$ cat config.mk
export PLATFORM = sky130hd
export DESIGN_NAME = tick_driven_task_scheduler_unit
export DESIGN_NICKNAME = d
export VERILOG_FILES = /design/src/sv/tdts_pkg.sv /design/src/sv/tick_driven_task_scheduler_unit.sv /design/src/sv/tdts_table.sv /design/src/sv/tdts_ctrl.sv
export SDC_FILE = /design/constraint.sdc
export NUM_CORES = 1
export LEC_CHECK = 0
export BUFFER_PORTS_ARGS = -buffer_cell sky130_fd_sc_hd__clkbuf_2
export CORE_MARGIN = 3
export CORE_UTILIZATION = 40
export CTS_CLUSTER_DIAMETER = 60
export DETAILED_ROUTE_END_ITERATION = 8
export GPL_ROUTABILITY_DRIVEN = 1
export MAX_ROUTING_LAYER = met4
export PLACE_DENSITY_LB_ADDON = 0.12
export SETUP_SLACK_MARGIN = 0.1
export SYNTH_ARGS = -nofsm -noshare
export SYNTH_HDL_FRONTEND = slang
export SYNTH_HIERARCHICAL = 1
export SYNTH_SLANG_ARGS = --single-unit
$ cat constraint.sdc
create_clock -name clk -period 8 [get_ports clk]
set_clock_uncertainty 0.2 [all_clocks]
set_input_delay 0.8 -clock clk [delete_from_list [all_inputs] [get_ports clk]]
set_output_delay 0.8 -clock clk [all_outputs]
set_load 0.02 [all_outputs]
$ cat src/sv/tdts_pkg.sv
// Shared types, constants and the LFSR step function of the tick-driven task scheduler.
`timescale 1ns / 1ps

package tdts_pkg;

  localparam int TASK_COUNT_DEF = 8;
  localparam int CNT_W          = 8;
  localparam int TASK_IDX_W     = 3;
  localparam int LFSR_W         = 16;
  localparam int CFG_IDX_W      = 1;
  localparam int CFG_DATA_W     = 16;

  localparam logic [LFSR_W-1:0] LFSR_TAPS  = 16'hB400;
  localparam logic [LFSR_W-1:0] LFSR_RESET = 16'h0001;

  // Input item codes.
  localparam logic FUNC_TICK = 1'b0;
  localparam logic FUNC_LOAD = 1'b1;

  // Configuration register indexes.
  localparam logic [CFG_IDX_W-1:0] CFG_POLICY_MODE = 1'b0;
  localparam logic [CFG_IDX_W-1:0] CFG_RANDOM_SEED = 1'b1;

  // Policy codes.
  localparam logic POLICY_PRIO = 1'b0;
  localparam logic POLICY_SJF  = 1'b1;

  // One task table entry.
  typedef struct packed {
    logic [CNT_W-1:0] pri;
    logic [CNT_W-1:0] cnt;
  } word_t;

  // Controls from the sequencer to the task table.
  typedef struct packed {
    logic  we;
    logic  re;
    word_t wdata;
  } tbl_ctl_t;

  // Sequencer status toward the top level.
  typedef struct packed {
    logic idle;
    logic res_valid;
  } sts_t;

  // One result word.
  typedef struct packed {
    logic [TASK_IDX_W-1:0] running_task;
    logic                  switched;
    logic [CNT_W-1:0]      running_counter;
    logic                  no_runnable;
  } res_t;

  // One step of the right-shifting Galois LFSR; a zero state counts as one.
  function automatic logic [LFSR_W-1:0] lfsr_step(input logic [LFSR_W-1:0] v);
    logic [LFSR_W-1:0] x;
    logic              lsb;
    x   = (v == '0) ? LFSR_RESET : v;
    lsb = x[0];
    x   = x >> 1;
    if (lsb) begin
      x = x ^ LFSR_TAPS;
    end
    return x;
  endfunction

endpackage

$ cat src/sv/tick_driven_task_scheduler_unit.sv
// Top level of the tick-driven task scheduler: configuration, handshakes, output register.
//
//   channel  direction  handshake              payload
//   in_      input      in_valid / in_stall    func, task_index, counter_value, priority_value
//   out_     output     out_valid / out_stall  running_task, switched, running_counter,
//                                              no_runnable
//   cfg_     input      cfg_valid / cfg_ready  cfg_index, cfg_data
//
// A load word or a tick that does not reschedule goes straight to the result. A rescheduling
// tick scans the task table, and scans it again in a refill pass when no task is runnable;
// the task table has one read and one write port, and the scan takes one task per cycle.
// Reset is synchronous and clears the task table through per-entry valid bits at once.
// A result waits in the output register while out_stall is high; the next word is
// taken meanwhile and its result is held in the sequencer until the register frees.
`timescale 1ns / 1ps

module tick_driven_task_scheduler_unit #(
  parameter int TASK_COUNT = tdts_pkg::TASK_COUNT_DEF
) (
  input  logic                                clk,
  input  logic                                rst_n,
  input  logic                                in_valid,
  output logic                                in_stall,
  input  logic                                in_func,
  input  logic [tdts_pkg::TASK_IDX_W-1:0]     in_task_index,
  input  logic [tdts_pkg::CNT_W-1:0]          in_counter_value,
  input  logic [tdts_pkg::CNT_W-1:0]          in_priority_value,
  output logic                                out_valid,
  input  logic                                out_stall,
  output logic [tdts_pkg::TASK_IDX_W-1:0]     out_running_task,
  output logic                                out_switched,
  output logic [tdts_pkg::CNT_W-1:0]          out_running_counter,
  output logic                                out_no_runnable,
  input  logic                                cfg_valid,
  output logic                                cfg_ready,
  input  logic [tdts_pkg::CFG_IDX_W-1:0]      cfg_index,
  input  logic [tdts_pkg::CFG_DATA_W-1:0]     cfg_data
);

  logic              policy_mode_r, policy_mode_nxt;
  logic              seed_wr;
  logic              out_valid_r, out_valid_nxt;
  tdts_pkg::res_t    out_res_r;
  tdts_pkg::sts_t    sts;
  tdts_pkg::res_t    res;
  logic              res_ready;
  logic              in_go;

  assign cfg_ready = 1'b1;

  always_comb begin
    policy_mode_nxt = policy_mode_r;
    seed_wr         = 1'b0;
    if (cfg_valid) begin
      unique case (cfg_index)
        tdts_pkg::CFG_POLICY_MODE: policy_mode_nxt = cfg_data[0];
        tdts_pkg::CFG_RANDOM_SEED: seed_wr = 1'b1;
        default: ;
      endcase
    end
  end

  assign in_go     = in_valid && sts.idle;
  assign in_stall  = !sts.idle;
  assign res_ready = !out_valid_r || !out_stall;

  tdts_ctrl #(.TASK_COUNT(TASK_COUNT)) u_ctrl (
    .clk            (clk),
    .rst_n          (rst_n),
    .policy_mode    (policy_mode_r),
    .seed_wr        (seed_wr),
    .seed_val       (cfg_data[tdts_pkg::LFSR_W-1:0]),
    .in_go          (in_go),
    .func           (in_func),
    .task_index     (in_task_index),
    .counter_value  (in_counter_value),
    .priority_value (in_priority_value),
    .res_ready      (res_ready),
    .sts            (sts),
    .res            (res)
  );

  always_comb begin
    out_valid_nxt = out_valid_r;
    if (sts.res_valid && res_ready) begin
      out_valid_nxt = 1'b1;
    end else if (!out_stall) begin
      out_valid_nxt = 1'b0;
    end
  end

  always_ff @(posedge clk) begin
    if (!rst_n) begin
      policy_mode_r <= 1'b0;
      out_valid_r   <= 1'b0;
    end else begin
      policy_mode_r <= policy_mode_nxt;
      out_valid_r   <= out_valid_nxt;
    end
  end

  always_ff @(posedge clk) begin
    if (sts.res_valid && res_ready) begin
      out_res_r <= res;
    end
  end

  assign out_valid           = out_valid_r;
  assign out_running_task    = out_res_r.running_task;
  assign out_switched        = out_res_r.switched;
  assign out_running_counter = out_res_r.running_counter;
  assign out_no_runnable     = out_res_r.no_runnable;

endmodule

$ cat src/sv/tdts_table.sv
// Task table: counter and priority of every task in one synchronous memory.
`timescale 1ns / 1ps

module tdts_table #(
  parameter int TASK_COUNT = tdts_pkg::TASK_COUNT_DEF,
  localparam int AW = $clog2(TASK_COUNT)
) (
  input  logic               clk,
  input  logic               rst_n,
  input  tdts_pkg::tbl_ctl_t ctl,
  input  logic [AW-1:0]      waddr,
  input  logic [AW-1:0]      raddr,
  output tdts_pkg::word_t    rdata
);

  tdts_pkg::word_t           mem [TASK_COUNT];
  logic [TASK_COUNT-1:0]     vld_r;
  tdts_pkg::word_t           rd_word_r;
  logic                      rd_ok_r;

  // Entries never written read as zero counter and zero priority.
  always_ff @(posedge clk) begin
    if (!rst_n) begin
      vld_r   <= '0;
      rd_ok_r <= 1'b0;
    end else begin
      if (ctl.we) begin
        vld_r[waddr] <= 1'b1;
      end
      if (ctl.re) begin
        rd_ok_r <= vld_r[raddr];
      end
    end
  end

  always_ff @(posedge clk) begin
    if (ctl.we) begin
      mem[waddr] <= ctl.wdata;
    end
    if (ctl.re) begin
      rd_word_r <= mem[raddr];
    end
  end

  assign rdata = rd_ok_r ? rd_word_r : '0;

endmodule

$ cat src/sv/tdts_ctrl.sv
// Scheduler sequencer: load, tick decrement, selection scan and refill pass.
`timescale 1ns / 1ps

module tdts_ctrl #(
  parameter int TASK_COUNT = tdts_pkg::TASK_COUNT_DEF,
  localparam int AW = $clog2(TASK_COUNT)
) (
  input  logic                                clk,
  input  logic                                rst_n,
  input  logic                                policy_mode,
  input  logic                                seed_wr,
  input  logic [tdts_pkg::LFSR_W-1:0]         seed_val,
  input  logic                                in_go,
  input  logic                                func,
  input  logic [tdts_pkg::TASK_IDX_W-1:0]     task_index,
  input  logic [tdts_pkg::CNT_W-1:0]          counter_value,
  input  logic [tdts_pkg::CNT_W-1:0]          priority_value,
  input  logic                                res_ready,
  output tdts_pkg::sts_t                      sts,
  output tdts_pkg::res_t                      res
);

  typedef enum logic [2:0] {
    ST_IDLE = 3'b001,
    ST_SCAN = 3'b010,
    ST_DONE = 3'b100
  } state_t;

  localparam logic [AW:0]   RA_END   = (AW+1)'(TASK_COUNT);
  localparam logic [AW-1:0] IDX_LAST = AW'(TASK_COUNT - 1);

  state_t                          state_r, state_nxt;
  logic [AW-1:0]                   cur_r, cur_nxt;
  tdts_pkg::word_t                 cur_word_r, cur_word_nxt;
  logic [tdts_pkg::LFSR_W-1:0]     lfsr_r, lfsr_nxt;
  logic                            refill_r, refill_nxt;
  logic [AW:0]                     ra_r, ra_nxt;
  logic                            s_vld_r, s_vld_nxt;
  logic [AW-1:0]                   s_idx_r, s_idx_nxt;
  logic [AW-1:0]                   best_r, best_nxt;
  tdts_pkg::word_t                 best_word_r, best_word_nxt;
  tdts_pkg::res_t                  res_r, res_nxt;

  tdts_pkg::tbl_ctl_t              tbl_ctl;
  logic [AW-1:0]                   tbl_waddr;
  logic [AW-1:0]                   tbl_raddr;
  tdts_pkg::word_t                 tbl_rdata;

  logic                            load_ok;
  logic [AW-1:0]                   load_addr;
  logic [tdts_pkg::CNT_W-1:0]      dec_cnt;
  logic [tdts_pkg::LFSR_W-1:0]     lfsr_stepped;
  logic [tdts_pkg::CNT_W:0]        prio_sum;
  tdts_pkg::word_t                 stage_word;
  logic                            take;

  tdts_table #(.TASK_COUNT(TASK_COUNT)) u_table (
    .clk   (clk),
    .rst_n (rst_n),
    .ctl   (tbl_ctl),
    .waddr (tbl_waddr),
    .raddr (tbl_raddr),
    .rdata (tbl_rdata)
  );

  assign load_ok   = (task_index != '0) &&
                     ({{(32-tdts_pkg::TASK_IDX_W){1'b0}}, task_index} < TASK_COUNT);
  assign load_addr = AW'(task_index);
  assign dec_cnt   = (cur_word_r.cnt == '0) ? '0 : cur_word_r.cnt - 1'b1;
  assign lfsr_stepped = tdts_pkg::lfsr_step(lfsr_r);
  assign prio_sum  = {2'b00, tbl_rdata.cnt[tdts_pkg::CNT_W-1:1]} + {1'b0, tbl_rdata.pri};

  // The word seen by the selection stage: as read, or as rewritten by the refill.
  always_comb begin
    stage_word = tbl_rdata;
    if (refill_r) begin
      if (policy_mode == tdts_pkg::POLICY_PRIO) begin
        stage_word.cnt = prio_sum[tdts_pkg::CNT_W] ? '1 : prio_sum[tdts_pkg::CNT_W-1:0];
      end else begin
        stage_word.cnt = lfsr_stepped[tdts_pkg::CNT_W-1:0];
      end
    end
  end

  // Scanning upward, ties go to the later index for largest and to the earlier for smallest.
  always_comb begin
    if (stage_word.cnt == '0) begin
      take = 1'b0;
    end else if (best_r == '0) begin
      take = 1'b1;
    end else if (policy_mode == tdts_pkg::POLICY_PRIO) begin
      take = stage_word.cnt >= best_word_r.cnt;
    end else begin
      take = stage_word.cnt < best_word_r.cnt;
    end
  end

  always_comb begin
    state_nxt     = state_r;
    cur_nxt       = cur_r;
    cur_word_nxt  = cur_word_r;
    lfsr_nxt      = lfsr_r;
    refill_nxt    = refill_r;
    ra_nxt        = ra_r;
    s_vld_nxt     = 1'b0;
    s_idx_nxt     = s_idx_r;
    best_nxt      = best_r;
    best_word_nxt = best_word_r;
    res_nxt       = res_r;
    tbl_ctl       = '0;
    tbl_waddr     = '0;
    tbl_raddr     = ra_r[AW-1:0];

    if (seed_wr) begin
      lfsr_nxt = seed_val;
    end

    unique case (state_r)
      ST_IDLE: begin
        if (in_go) begin
          res_nxt.running_task = tdts_pkg::TASK_IDX_W'(cur_r);
          res_nxt.switched     = 1'b0;
          res_nxt.no_runnable  = 1'b0;
          res_nxt.running_counter = cur_word_r.cnt;
          if (func == tdts_pkg::FUNC_LOAD) begin
            state_nxt = ST_DONE;
            if (load_ok) begin
              tbl_ctl.we        = 1'b1;
              tbl_ctl.wdata.cnt = counter_value;
              tbl_ctl.wdata.pri = priority_value;
              tbl_waddr         = load_addr;
              if (load_addr == cur_r) begin
                cur_word_nxt.cnt = counter_value;
                cur_word_nxt.pri = priority_value;
                res_nxt.running_counter = counter_value;
              end
            end
          end else begin
            if (cur_r != '0) begin
              tbl_ctl.we        = 1'b1;
              tbl_ctl.wdata.cnt = dec_cnt;
              tbl_ctl.wdata.pri = cur_word_r.pri;
              tbl_waddr         = cur_r;
              cur_word_nxt.cnt  = dec_cnt;
              res_nxt.running_counter = dec_cnt;
            end
            if (cur_r == '0 || dec_cnt == '0) begin
              state_nxt     = ST_SCAN;
              ra_nxt        = (AW+1)'(1);
              refill_nxt    = 1'b0;
              best_nxt      = '0;
              best_word_nxt = '0;
            end else begin
              state_nxt = ST_DONE;
            end
          end
        end
      end

      ST_SCAN: begin
        // Reads run one entry ahead of the selection stage.
        if (ra_r < RA_END) begin
          tbl_ctl.re = 1'b1;
          s_vld_nxt  = 1'b1;
          s_idx_nxt  = ra_r[AW-1:0];
          ra_nxt     = ra_r + 1'b1;
        end
        if (s_vld_r) begin
          if (refill_r) begin
            tbl_ctl.we    = 1'b1;
            tbl_ctl.wdata = stage_word;
            tbl_waddr     = s_idx_r;
            if (policy_mode == tdts_pkg::POLICY_SJF) begin
              lfsr_nxt = lfsr_stepped;
            end
          end
          if (take) begin
            best_nxt      = s_idx_r;
            best_word_nxt = stage_word;
          end
          if (s_idx_r == IDX_LAST) begin
            if (!refill_r && best_nxt == '0) begin
              refill_nxt = 1'b1;
              ra_nxt     = (AW+1)'(1);
            end else begin
              state_nxt                = ST_DONE;
              cur_nxt                  = best_nxt;
              cur_word_nxt             = best_word_nxt;
              res_nxt.running_task     = tdts_pkg::TASK_IDX_W'(best_nxt);
              res_nxt.switched         = best_nxt != cur_r;
              res_nxt.running_counter  = best_word_nxt.cnt;
              res_nxt.no_runnable      = best_nxt == '0;
            end
          end
        end
      end

      ST_DONE: begin
        if (res_ready) begin
          state_nxt = ST_IDLE;
        end
      end

      default: begin
        state_nxt = ST_IDLE;
      end
    endcase
  end

  always_ff @(posedge clk) begin
    if (!rst_n) begin
      state_r    <= ST_IDLE;
      cur_r      <= '0;
      cur_word_r <= '0;
      lfsr_r     <= tdts_pkg::LFSR_RESET;
      refill_r   <= 1'b0;
      ra_r       <= '0;
      s_vld_r    <= 1'b0;
    end else begin
      state_r    <= state_nxt;
      cur_r      <= cur_nxt;
      cur_word_r <= cur_word_nxt;
      lfsr_r     <= lfsr_nxt;
      refill_r   <= refill_nxt;
      ra_r       <= ra_nxt;
      s_vld_r    <= s_vld_nxt;
    end
  end

  always_ff @(posedge clk) begin
    s_idx_r     <= s_idx_nxt;
    best_r      <= best_nxt;
    best_word_r <= best_word_nxt;
    res_r       <= res_nxt;
  end

  assign sts.idle      = state_r == ST_IDLE;
  assign sts.res_valid = state_r == ST_DONE;
  assign res           = res_r;

endmodule
==> impl_results.md <==
- Register area share after synthesis: 57.2%
- Cells after Synth: 938
- Worst Path Arrival: between 6000 and 7000 ps
- Die Wd: about 180 um
- Flops & latches, synth: 247
- Yosys cell types: 83
- Final Core Density: 46.9%
- Lkg Pwr: 5.09 nW
- Hold_ws: 218 ps
- Syn Area/Cell: 12.8 um2
- Hold Buf Count CTS: 0
- Slew headroom: 20.3%
- Ys async rst share: 0%
- CP startpoint kind: register
- Syn-to-layout area delta: 13.9%
- Hold Vio Cnt, Final: 0
- Maximum clock frequency: 0.165 GHz
- CTS resizes: 0
- Die ar.: 32200 um2
- Hold/Removal Path Class: reg -> reg
- I/O pin cnt: 58
- Global Route Usage Sum: 19.9%
- Most frequent cells in the layout: edfxtp_1, nor2_1, nand2_1, clkbuf_2, dfxtp_1
- Maximum buffer depth of the clock tree: 3
- Worst Path Buf+Inv: 0
- Clk Latency, worst-skew pair: between 500 and 600 ps
- Outcome: complete, no violations
- Fin Setup TNS: 0 ps
- Dominant cells by area after synthesis: edfxtp_1, dfxtp_1, mux4_1
- GRT overflow: 0
- Drt wl/cell: 22.0 um
- ANT cells: 0
- Worst stage delay on the critical path: a little under 1000 ps
- DR vias: slightly below 8000
- Routability cong.: 0.899
- Fraction of layout cells with a size suffix above 1: 17.5%
- Critical path's top delay family: compound AO/OA/AOI/OAI gates
- Commonest non-fill, non-tap cell in the layout: edfxtp_1
- Pre-CTS setup slack: 2010 ps
- Final ANT Viol Nets: 0
- Clock Pin Slew Worst Setup and Hold Paths: 60 ps
- H-Tree Depth: 1
- Buffers on Ports: 56
- Post-CTS Setup Bufs: 0
- First-pass iteration count of the detailed router: 5
- Period Utilization, post-route: 75.6%
- Top FF cell, synth: edfxtp_1
- Number of flops mapped to enable cells by yosys: 192
- Hpwl dp: 20.3 mm
- Clk sinks: 247
- Rows: 62
- RSZ-0062 raised after global routing: no
- Yosys top cell area share: 48.0%
- CTS tree: built
- Worst EP required: 7960 ps
- Finish-stage setup viols: 0
- Core area: about 29000 um2
- Max-cap violations: 0
- Vias in the first global route: 7748
- Peak supply drop: 159 uV
- Critical path endpoint category: register
- Fin. max-slew vios: 0
- DRC viols: 0
- Initial antenna violation count: 0
- CP max-delay cell: nor3_2
- Final WL: 30.8 mm
- Period minus WS final: 6050 ps
- CP max FO: 17
- First-pass GRT wire length: 46.5 mm
- Largest net degree at the start of global routing: 63
- Post-synthesis cell area: 12000 um2
- Cell taking the most area after synthesis: edfxtp_1
- Worst-margin pin slew: 1190 ps
- Post-route worst setup slack: between 1500 and 2000 ps
- CTS Buf Count: 28
- Worst-path cell chain: and2_1 -> ha_1 -> fa_1 -> a211oi_2 -> o211ai_2 -> a221oi_1 -> a21oi_1 -> mux2_2 -> ha_1 -> and3_1 -> a221o_1 -> a221oi_2 -> mux2i_1 -> o21ai_0 -> o21ba_1 -> nor2_1 -> nor2_1 -> nor3_2
- Chip height: 179 um
- Syn_nets: 999
- Dpl cell area: 12700 um2
- Detailed Route Iter0 Violations: 504
- Clock Tree Root: clkbuf_16
- Initial core utilization: 41.2%
- CP Class: reg -> reg
- Ys Warns: 6
- Power per Cell Area: 229 nW/um2
- Flop2flop setup slack: 1950 ps
- Nets: between 1000 and 1500
- Final non-filler cell area: between 10000 and 15000 um2
- Via/cell ratio: 5.56
[metal layers]
metal / up-vias / global-route usage (%) / wire length, um
li1: 3707 / - / -
met1: 3808 / 25.6 / 13500
met2: 176 / 31.9 / 14500
met3: 64 / 2.96 / 1410
met4: 0 / 7.64 / 1300
met5: - / - / 0
[where the power goes]
group / total, mW / leakage [nW] / internal (mW) / switching [mW]
combinational: 0.309 / 2.38 / 0.124 / 0.185
clock: 1.36 / 0.481 / 0.839 / 0.518
sequential: 1.47 / 2.23 / 1.44 / 0.0302
total: 3.14 / 5.09 / 2.40 / 0.733
[cell families after synthesis]
family	Yosys count	synth area share [%]
simple gates	256	10.3
flops	247	57.2
compound gates	211	12.4
mux	113	14.1
buf+inv	76	2.88
fa+ha+maj	19	2.04
xor+xnor	15	1.09
other cells	1	0.0312
[state kept, by name, indices dropped and copies added (netlist names), 3 cells and up]
name and cells:
out_running_task 3, u_ctrl/u_table/vld_r 8, u_ctrl/cur_word_r 16, u_ctrl/best_r 3
out_running_counter 8, u_ctrl/cur_r 3, u_ctrl/s_idx_r 3, u_ctrl/u_table/rd_word_r 16
u_ctrl/lfsr_r 16, u_ctrl/u_table/mem 128, u_ctrl/ra_r 4, u_ctrl/state_r 3
u_ctrl/res 13, u_ctrl/best_word_r 16
[synth_stat cells, types with 4 or more instances]
library cell,count
nand2b_1,11
and2_1,24
buf_6,5
a21oi_1,36
mux4_1,32
o221ai_1,6
xnor2_1,8
xor2_1,7
ha_1,18
a21o_1,14
inv_1,19
a211oi_1,24
nand2_1,63
buf_1,5
mux2i_1,52
buf_2,6
a31oi_1,8
dfxtp_1,55
o21ai_0,44
o22ai_1,6
a22oi_1,5
nor3_1,15
clkbuf_1,35
or3_1,5
o21bai_1,4
nor2b_1,7
edfxtp_1,192
o2bb2ai_1,8
nor4_1,6
mux2_2,27
and3_1,4
o21a_1,20
nor2_1,94
nand3_1,6
[area by class of cell]
cell class | count | area [um2]
tap | 384 | 480
sequential | 247 | 6870
inverter | 22 | 82.6
multi-input combinational | 615 | 4840
clock inverter | 14 | 230
fill | 2656 | 15500
clock buffer | 38 | 768
timing repair buffer | 75 | 423
[stage by stage]
| step | power, mW | std cells |
|---|---|---|
| global route | 3.26 | 1395 |
| finish | 3.14 | 1395 |
| global placement | 1.81 | 1343 |
| detailed placement | 1.81 | 1343 |
| CTS | 3.17 | 1395 |
| floorplan | 1.71 | 938 |
[path summary, 6_finish.rpt]
path | startpoint | cells after the start | end
max | u_ctrl/u_table/rd_ok_r | 18 | u_ctrl/res[2]
min | u_ctrl/res[10] | 0 | out_running_task[0]
max reg2reg | u_ctrl/u_table/rd_ok_r | 18 | u_ctrl/res[2]
min reg2reg | u_ctrl/res[10] | 0 | out_running_task[0]
Note: power is estimated with default switching activity, not from simulation.
